==> config.mk <==
export PLATFORM = sky130hd
export DESIGN_NAME = lshbf_ram
export DESIGN_NICKNAME = d
export VERILOG_FILES = /design/src/design/lshbf_ram.sv
export SDC_FILE = /design/constraint.sdc
export NUM_CORES = 1
export LEC_CHECK = 0
export BUFFER_PORTS_ARGS = -buffer_cell sky130_fd_sc_hd__buf_2
export CAP_MARGIN = 10
export CORE_ASPECT_RATIO = 0.75
export CORE_UTILIZATION = 41
export DETAILED_ROUTE_END_ITERATION = 6
export SLEW_MARGIN = 20
export SYNTH_ARGS = -nofsm -noshare
export SYNTH_HDL_FRONTEND = slang
export SYNTH_SLANG_ARGS = --single-unit
==> constraint.sdc <==
create_clock -name clk_i -period 4.8 [get_ports clk_i]
set_clock_uncertainty 0.15 [all_clocks]
set_input_delay 0.96 -clock clk_i [delete_from_list [all_inputs] [get_ports clk_i]]
set_output_delay 0.96 -clock clk_i [all_outputs]
set_load 0.005 [all_outputs]
==> src/design/lshbf_ram.sv <==
// Generic simple dual-port RAM with one write port and a registered read port.
module lshbf_ram #(
  parameter int WIDTH = 32,
  parameter int DEPTH = 32
) (
  input  logic                                   clk_i,
  input  logic                                   we_i,
  input  logic [(DEPTH > 1 ? $clog2(DEPTH) : 1)-1:0] waddr_i,
  input  logic [WIDTH-1:0]                       wdata_i,
  input  logic [(DEPTH > 1 ? $clog2(DEPTH) : 1)-1:0] raddr_i,
  output logic [WIDTH-1:0]                       rdata_o
);

  logic [WIDTH-1:0] mem_q [DEPTH];

  always_ff @(posedge clk_i) begin
    if (we_i) begin
      mem_q[waddr_i] <= wdata_i;
    end
    rdata_o <= mem_q[raddr_i];
  end

endmodule

==> results of run 1 <==
## per-stage QoR
stage / setup WS [ns] / hold WS, ns / std cells / power (mW) / instance area [sq um]
2_1_floorplan: 1.26 / 0.403 / 2260 / 11.0 / 40500
3_3_place_gp: 1.25 / 0.441 / 3585 / 11.5 / 42700
3_5_place_dp: 1.22 / 0.448 / 3592 / 11.5 / 42900
4_1_cts: 1.96 / 0.458 / 3774 / 19.1 / 46000
5_1_grt: 1.87 / 0.493 / 3775 / 19.5 / 46000
6_report: 1.93 / 0.459 / 3775 / 19.0 / 46000
## registers in the layout, indices dropped and copies added, names as in the netlist
| signal | flops |
|---|---|
| mem_q | 1024 |
| rdata_o | 32 |
## critical path: cells and delay by family
family / cells / cell delay, ns
buffers and inverters: 2 / 0.51
and+or+nand+nor: 2 / 1.58
## area by class of cell
type                       instances  area (sq um)
fill                            8143         51500
multi-input combinational       1077          8610
tap                             1313          1640
clock buffer                     131          2620
antenna                            1          2.50
sequential                      1056         31400
timing repair buffer             146          1240
clock inverter                    51           518
## metal layers
metal / global-route usage (%) / vias to the layer above / share of wire, %
li1: - / 9231 / -
met3: 3.75 / 171 / 6.5
met2: 31.1 / 758 / 46
met5: 0 / - / 0.030
met1: 28.1 / 10800 / 44
met4: 7.43 / 4 / 3.4
## how the worst max path moves through the flow
| stage | depth (start not counted) | endpoint | start |
|---|---|---|---|
| after CTS | 4 | mem_q[21][8]$_DFFE_PP_ | waddr_i[1] |
| after floorplan | 3 | mem_q[12][0]$_DFFE_PP_ | waddr_i[1] |
| after global routing | 7 | rdata_o[6]$_DFF_P_ | raddr_i[0] |
| after global placement | 7 | rdata_o[6]$_DFF_P_ | raddr_i[0] |
| after detailed placement | 4 | mem_q[21][29]$_DFFE_PP_ | waddr_i[1] |
| final | 4 | mem_q[21][8]$_DFFE_PP_ | waddr_i[1] |
## logic make-up after synthesis
family | Yosys count | share of synthesized area (%)
and+or+nand+nor | 277 | 3.10
DFF | 1056 | 77.5
buffers and inverters | 127 | 1.86
muxes | 512 | 12.7
AOI/OAI and AO/OA | 288 | 4.85
## cells in the final DEF (no fill, tap or decap), types with 3 or more instances in the layout
cell / n
clkinv_2: 14
or3b_2: 3
buf_4: 49
buf_2: 74
a22o_1: 64
a22oi_1: 96
buf_16: 6
nand3b_1: 5
nand2_1: 97
bufinv_16: 9
mux2i_1: 512
a21oi_1: 96
inv_6: 4
nor2_4: 33
clkbuf_16: 99
nand3_1: 98
dfxtp_1: 32
buf_12: 16
a31oi_1: 32
nor3_1: 32
clkinvlp_4: 3
edfxtp_1: 1024
clkinv_1: 18
clkbuf_1: 30
## power by group through the flow
stage	clock (mW)	combinational, mW	sequential, mW
CTS	7.83	0.999	10.3
finish	7.70	0.986	10.3
global placement	0	0.977	10.5
floorplan	0	0.529	10.5
detailed placement	0	0.997	10.5
global route	8.17	1.06	10.3
==> reports/qor.txt, run 1 <==
Fmax - 0.349 GHz
Pleak - 15.9 nW
Final setup fails - 0
Status - finished clean
Pin count of the biggest net entering global routing - 65
Total CTS buffers - 97
Synthesized area - 40500 sq um
Die height - 274 microns
Routed WL - 99.7 mm
Reg2reg setup slack - 3.00 ns
Reg2Reg Capture Point - rdata_o[27]$_DFF_P_
Area grow syn2layout - 13.7%
GP Congestion - 0.802
Critical setup path kind - in2reg
Post-DP HPWL - 59.0 mm
Startpoint types - input pin
Clock share of power - 40.5%
Min-Delay Endpoint - rdata_o[30]$_DFF_P_
Flops & latches, synth - 1056
WL per Instance - 26.4 microns
Synth top area share - 76.0%
Depth of the worst register-to-register path - 5
Clock Latency Late Sink - 0.69 ns
Top-count cell post-synth - edfxtp_1
Slew @ Worst Pin - 0.984 ns
CTS H-tree depth - 3
Setup Buffers After CTS - 0
Cts hold-fix bufs - 0
Avg Cell Area, Syn - 17.9 sq um
CP peak stage delay - 0.89 ns
Die ar. - 100000 sq um
Unique masters post-synth - 25
Worst Hold Path Cells - 4
Element type at the critical path end - register
Post_cts resized - 0
Rows - 99
Iter 0 DRT Violations - 2163
Setup_tns - 0 ns
Clk root buf - clkbuf_16
Logic pwr share - 5.2%
Vias in the first global route - 21.1k
Worst-path clk slew - 0.06 ns
Synth Flop Type - edfxtp_1
Core outline area - 97500 sq um
Max transition margin - 34.2%
Post-synthesis sequential area ratio - 77.5%
# DRC - 0
Power Density - 413 nW/um^2
Switch share - 21.6%
Initial Util - 41.5%
Asr flop ratio synth - 0%
DRT Pass-1 Iters - 5
Fin crit share - 59.8%
I/O pin cnt - 76
Synth Instances - 2260
WP data required - 5.01 ns
Via Count - 21.0k
Ys Warns - 0
Layout Nets - 2422
Int Power - 14.9 mW
RSZ-0062 raised after global routing - no
Synth Net Count - 2304
Final ANT Viol Nets - 0
Via density - 5.57
Tot GR Track Use - 20.0%
Layout Utilization - 47.2%
Net Switching - 4.09 mW
CP max-delay cell - nor2_4
Synth top area cells - edfxtp_1 (76%), mux2i_1 (13%), a22oi_1 (1.8%)
Fraction of layout cells with a size suffix above 1 - 13.1%
CP Cell Sequence - buf_2 -> nand3b_1 -> nor2_4 -> buf_4
Grt ovf - 0
Initial antenna violation count - 4
Slew Limit Fails - 0
Sequential share of power - 54.3%
Synth top cells by count - edfxtp_1 (1024), mux2i_1 (512), nand2_1 (98), nand3_1 (98)
WP data arrival - 3.08 ns
Top cell type by total area after synthesis - edfxtp_1
CP max FO - 17
Final Hold Fails - 0
Reg2reg start - mem_q[4][27]$_DFFE_PP_
CTS tree - done
Maximum VDD drop - 0.288 mV
Tmin final - 2.87 ns
Worst hold path type - reg2reg
CTS Buffer Depth - 3
EDFF count, synth - 1024
Max_cap viols - 0
Die Wd - 365 microns
Clock sink total - 1056
Hold path startpoint - mem_q[26][30]$_DFFE_PP_
Port Buf Inserts - 75
Global-route wire length before repair - 145 mm
No activity file was read; power rests on OpenSTA's default activity.
==> run 2, diff against run 1 <==
==> constraint.sdc (replaced) <==
create_clock -name clk_i -period 2.6 [get_ports clk_i]
set_clock_uncertainty 0.15 [all_clocks]
set_input_delay 0.52 -clock clk_i [delete_from_list [all_inputs] [get_ports clk_i]]
set_output_delay 0.52 -clock clk_i [all_outputs]
set_load 0.005 [all_outputs]
==> run 2 against run 1 <==
  * Utilization increased by 1.3 points
  * Power is 88% higher
  * Critical path depth down 3
  * Count of clock-buffer cells in the layout decreased by 4
==> reports/qor.txt, run 2 (synthesis results as in run 1) <==
Status - finished clean
Largest register FFs - 1024 (unchanged)
Post-DP HPWL - 56.3 mm (-4.6%)
Clock sink total - 1056 (unchanged)
DRT Pass-1 Iters - 5 (unchanged)
CTS H-tree depth - 3 (unchanged)
RSZ-0062 raised after global routing - no
CP Cell Sequence - buf_2
Biggest register - mem_q
Max transition margin - 60.8% (+27 points)
Power Density - 757 nW/um^2 (+83%)
Clk root buf - clkbuf_16
Sequential share of power - 53.1% (-1.2 points)
Max_cap viols - 0 (unchanged)
Via density - 5.54 (-0.53%)
Final ANT Viol Nets - 0 (unchanged)
Pleak - 16.5 nW (+3.8%)
Vias in the first global route - 21.1k (+0.34%)
I/O pin cnt - 76 (unchanged)
Fraction of layout cells with a size suffix above 1 - 16.1% (+3.0 points)
Critical setup path kind - reg2out
CTS tree - done
Most common cell after layout, fill and taps aside - edfxtp_1
Grt ovf - 0 (unchanged)
Int Power - 28.2 mW (+89%)
Register area - 31400 sq um (unchanged)
Min-Delay Endpoint - mem_q[14][23]$_DFFE_PP_
Core outline area - 97500 sq um (unchanged)
Worst hold path type - in2reg
CP max FO - 1 (-16)
Tmin final - 1.91 ns
Post_cts resized - 0 (unchanged)
Depth of the worst register-to-register path - 5 (unchanged)
Reg2Reg Capture Point - rdata_o[26]$_DFF_P_
WP data arrival - 1.24 ns (-1.84 ns)
Most frequent cells in the layout - edfxtp_1 (1024), mux2i_1 (512), clkbuf_16 (101), nand3_1 (98), nand2_1 (97)
Iter 0 DRT Violations - 2071 (-4.3%)
CP max-delay cell - dfxtp_1
CP peak stage delay - 0.40 ns (-0.49 ns)
Total power - 35.8 mW (+88%)
Startpoint types - register
Placed Instances - 3663 (+2.0%)
Reg2reg setup slack - 0.98 ns (-2.02 ns)
Setup Buffers After CTS - 0 (unchanged)
Die Wd - 365 microns (unchanged)
Worst Hold Path Cells - 1 (-3)
Clock share of power - 41.7% (+1.2 points)
Final Hold Fails - 0 (unchanged)
CTS Buffer Depth - 3 (unchanged)
Switch share - 21.2% (-0.36 points)
Rows - 99 (unchanged)
Routed WL - 101 mm (+1.4%)
Final Cell Area - 47300 sq um (+2.8%)
Die height - 274 microns (unchanged)
Port Buf Inserts - 75 (unchanged)
Worst-path clk slew - 0.07 ns (about the same)
Area grow syn2layout - 16.8%
Fin Hold WS - 0.134 ns (-0.325 ns)
Slew @ Worst Pin - 0.585 ns (-0.400 ns)
Fmax - 0.523 GHz
Setup_tns - 0 ns (unchanged)
Slew Limit Fails - 0 (unchanged)
Net Switching - 7.59 mW (+85%)
Tot GR Track Use - 20.3% (+0.29 points)
Worst path bufs/invs - 1 (-1)
Reg2reg start - mem_q[5][26]$_DFFE_PP_
Largest delay share family, worst path - flip-flops
Final setup fails - 0 (unchanged)
Via Count - 21.3k (+1.6%)
Biggest regs - mem_q: 1024 flops, rdata_o: 32 flops
Clock Latency Late Sink - 0.70 ns (about the same)
WL per Instance - 26.2 microns (-0.65%)
Cts hold-fix bufs - 0 (unchanged)
Fillers - 8039 (-1.3%)
Fin crit share - 73.6%
Finished Layout Cells - 3854 (+2.1%)
Global-route wire length before repair - 146 mm (+0.72%)
Total CTS buffers - 100 (+3.1%)
Die ar. - 100000 sq um (unchanged)
Initial antenna violation count - 3 (-1)
Placed inst area - 43900 sq um (+2.4%)
Element type at the critical path end - output pin
Layout Nets - 2496 (+3.1%)
Multi-input gate area - 8610 sq um (unchanged)
WP data required - 1.93 ns (-3.08 ns)
Hold path startpoint - wdata_i[23]
GP Congestion - 0.772 (-3.7%)
Logic pwr share - 5.2% (about the same)
# DRC - 0 (unchanged)
Initial Util - 41.5% (unchanged)
Pin count of the biggest net entering global routing - 58 (-11%)
Maximum VDD drop - 0.586 mV (+100%)
## run 2: cell types whose count changed in the layout (fill, tap and decap cells not counted), moves of 2 or more
cell | before | now
buf_12 | 16 | 65
buf_4 | 49 | 77
clkbuf_1 | 30 | 21
buf_16 | 6 | 0
clkinv_2 | 14 | 19
bufinv_16 | 9 | 13
clkbuf_8 | 2 | 5
clkbuf_16 | 99 | 101
clkinv_16 | 0 | 2
## run 2: area by class of cell
class	count	area share [%]
Tap cell	1313	3.47
Clock inverter	62	1.48
Antenna cell	2	0.0106
Clock buffer	127	5.66
Multi-Input combinational cell	1077	18.2
Sequential cell	1056	66.4
Timing Repair Buffer	217	4.79
## run 2: power by group through the flow
stage / clock [mW] / combinational (mW) / sequential (mW)
floorplan: 0 / 0.979 / 19.4
global placement: 0 / 1.83 / 19.4
detailed placement: 0 / 1.86 / 19.4
CTS: 15.2 / 1.87 / 19.0
global route: 15.8 / 1.99 / 19.0
finish: 14.9 / 1.85 / 19.0
## run 2: metal layers
layer / track usage [%] / vias up / routed length [microns]
li1: - / 9401 / -
met1: 30.0 / 11100 / 46400
met2: 30.3 / 697 / 45300
met3: 4.13 / 143 / 6990
met4: 5.97 / 4 / 2380
met5: 0 / - / 28
## run 2: stage by stage
stage          setup slack (ns)  utilization, %
6_report                  0.687            48.5
5_1_grt                   0.642            48.5
4_1_cts                   0.610            48.5
3_5_place_dp             0.0413            45.0
3_3_place_gp             0.0540            45.0
2_1_floorplan            -0.504               -
## run 2: worst max-delay path by stage
stage | slack, ns | depth (start not counted) | startpoint | to
2_1_floorplan | -0.50 | 3 | waddr_i[1] | mem_q[12][0]$_DFFE_PP_
3_3_place_gp | 0.05 | 8 | raddr_i[2] | rdata_o[26]$_DFF_P_
3_5_place_dp | 0.04 | 8 | raddr_i[2] | rdata_o[26]$_DFF_P_
4_1_cts | 0.61 | 1 | rdata_o[11]$_DFF_P_ | rdata_o[11]
5_1_grt | 0.64 | 1 | rdata_o[11]$_DFF_P_ | rdata_o[11]
6_report | 0.69 | 1 | rdata_o[11]$_DFF_P_ | rdata_o[11]
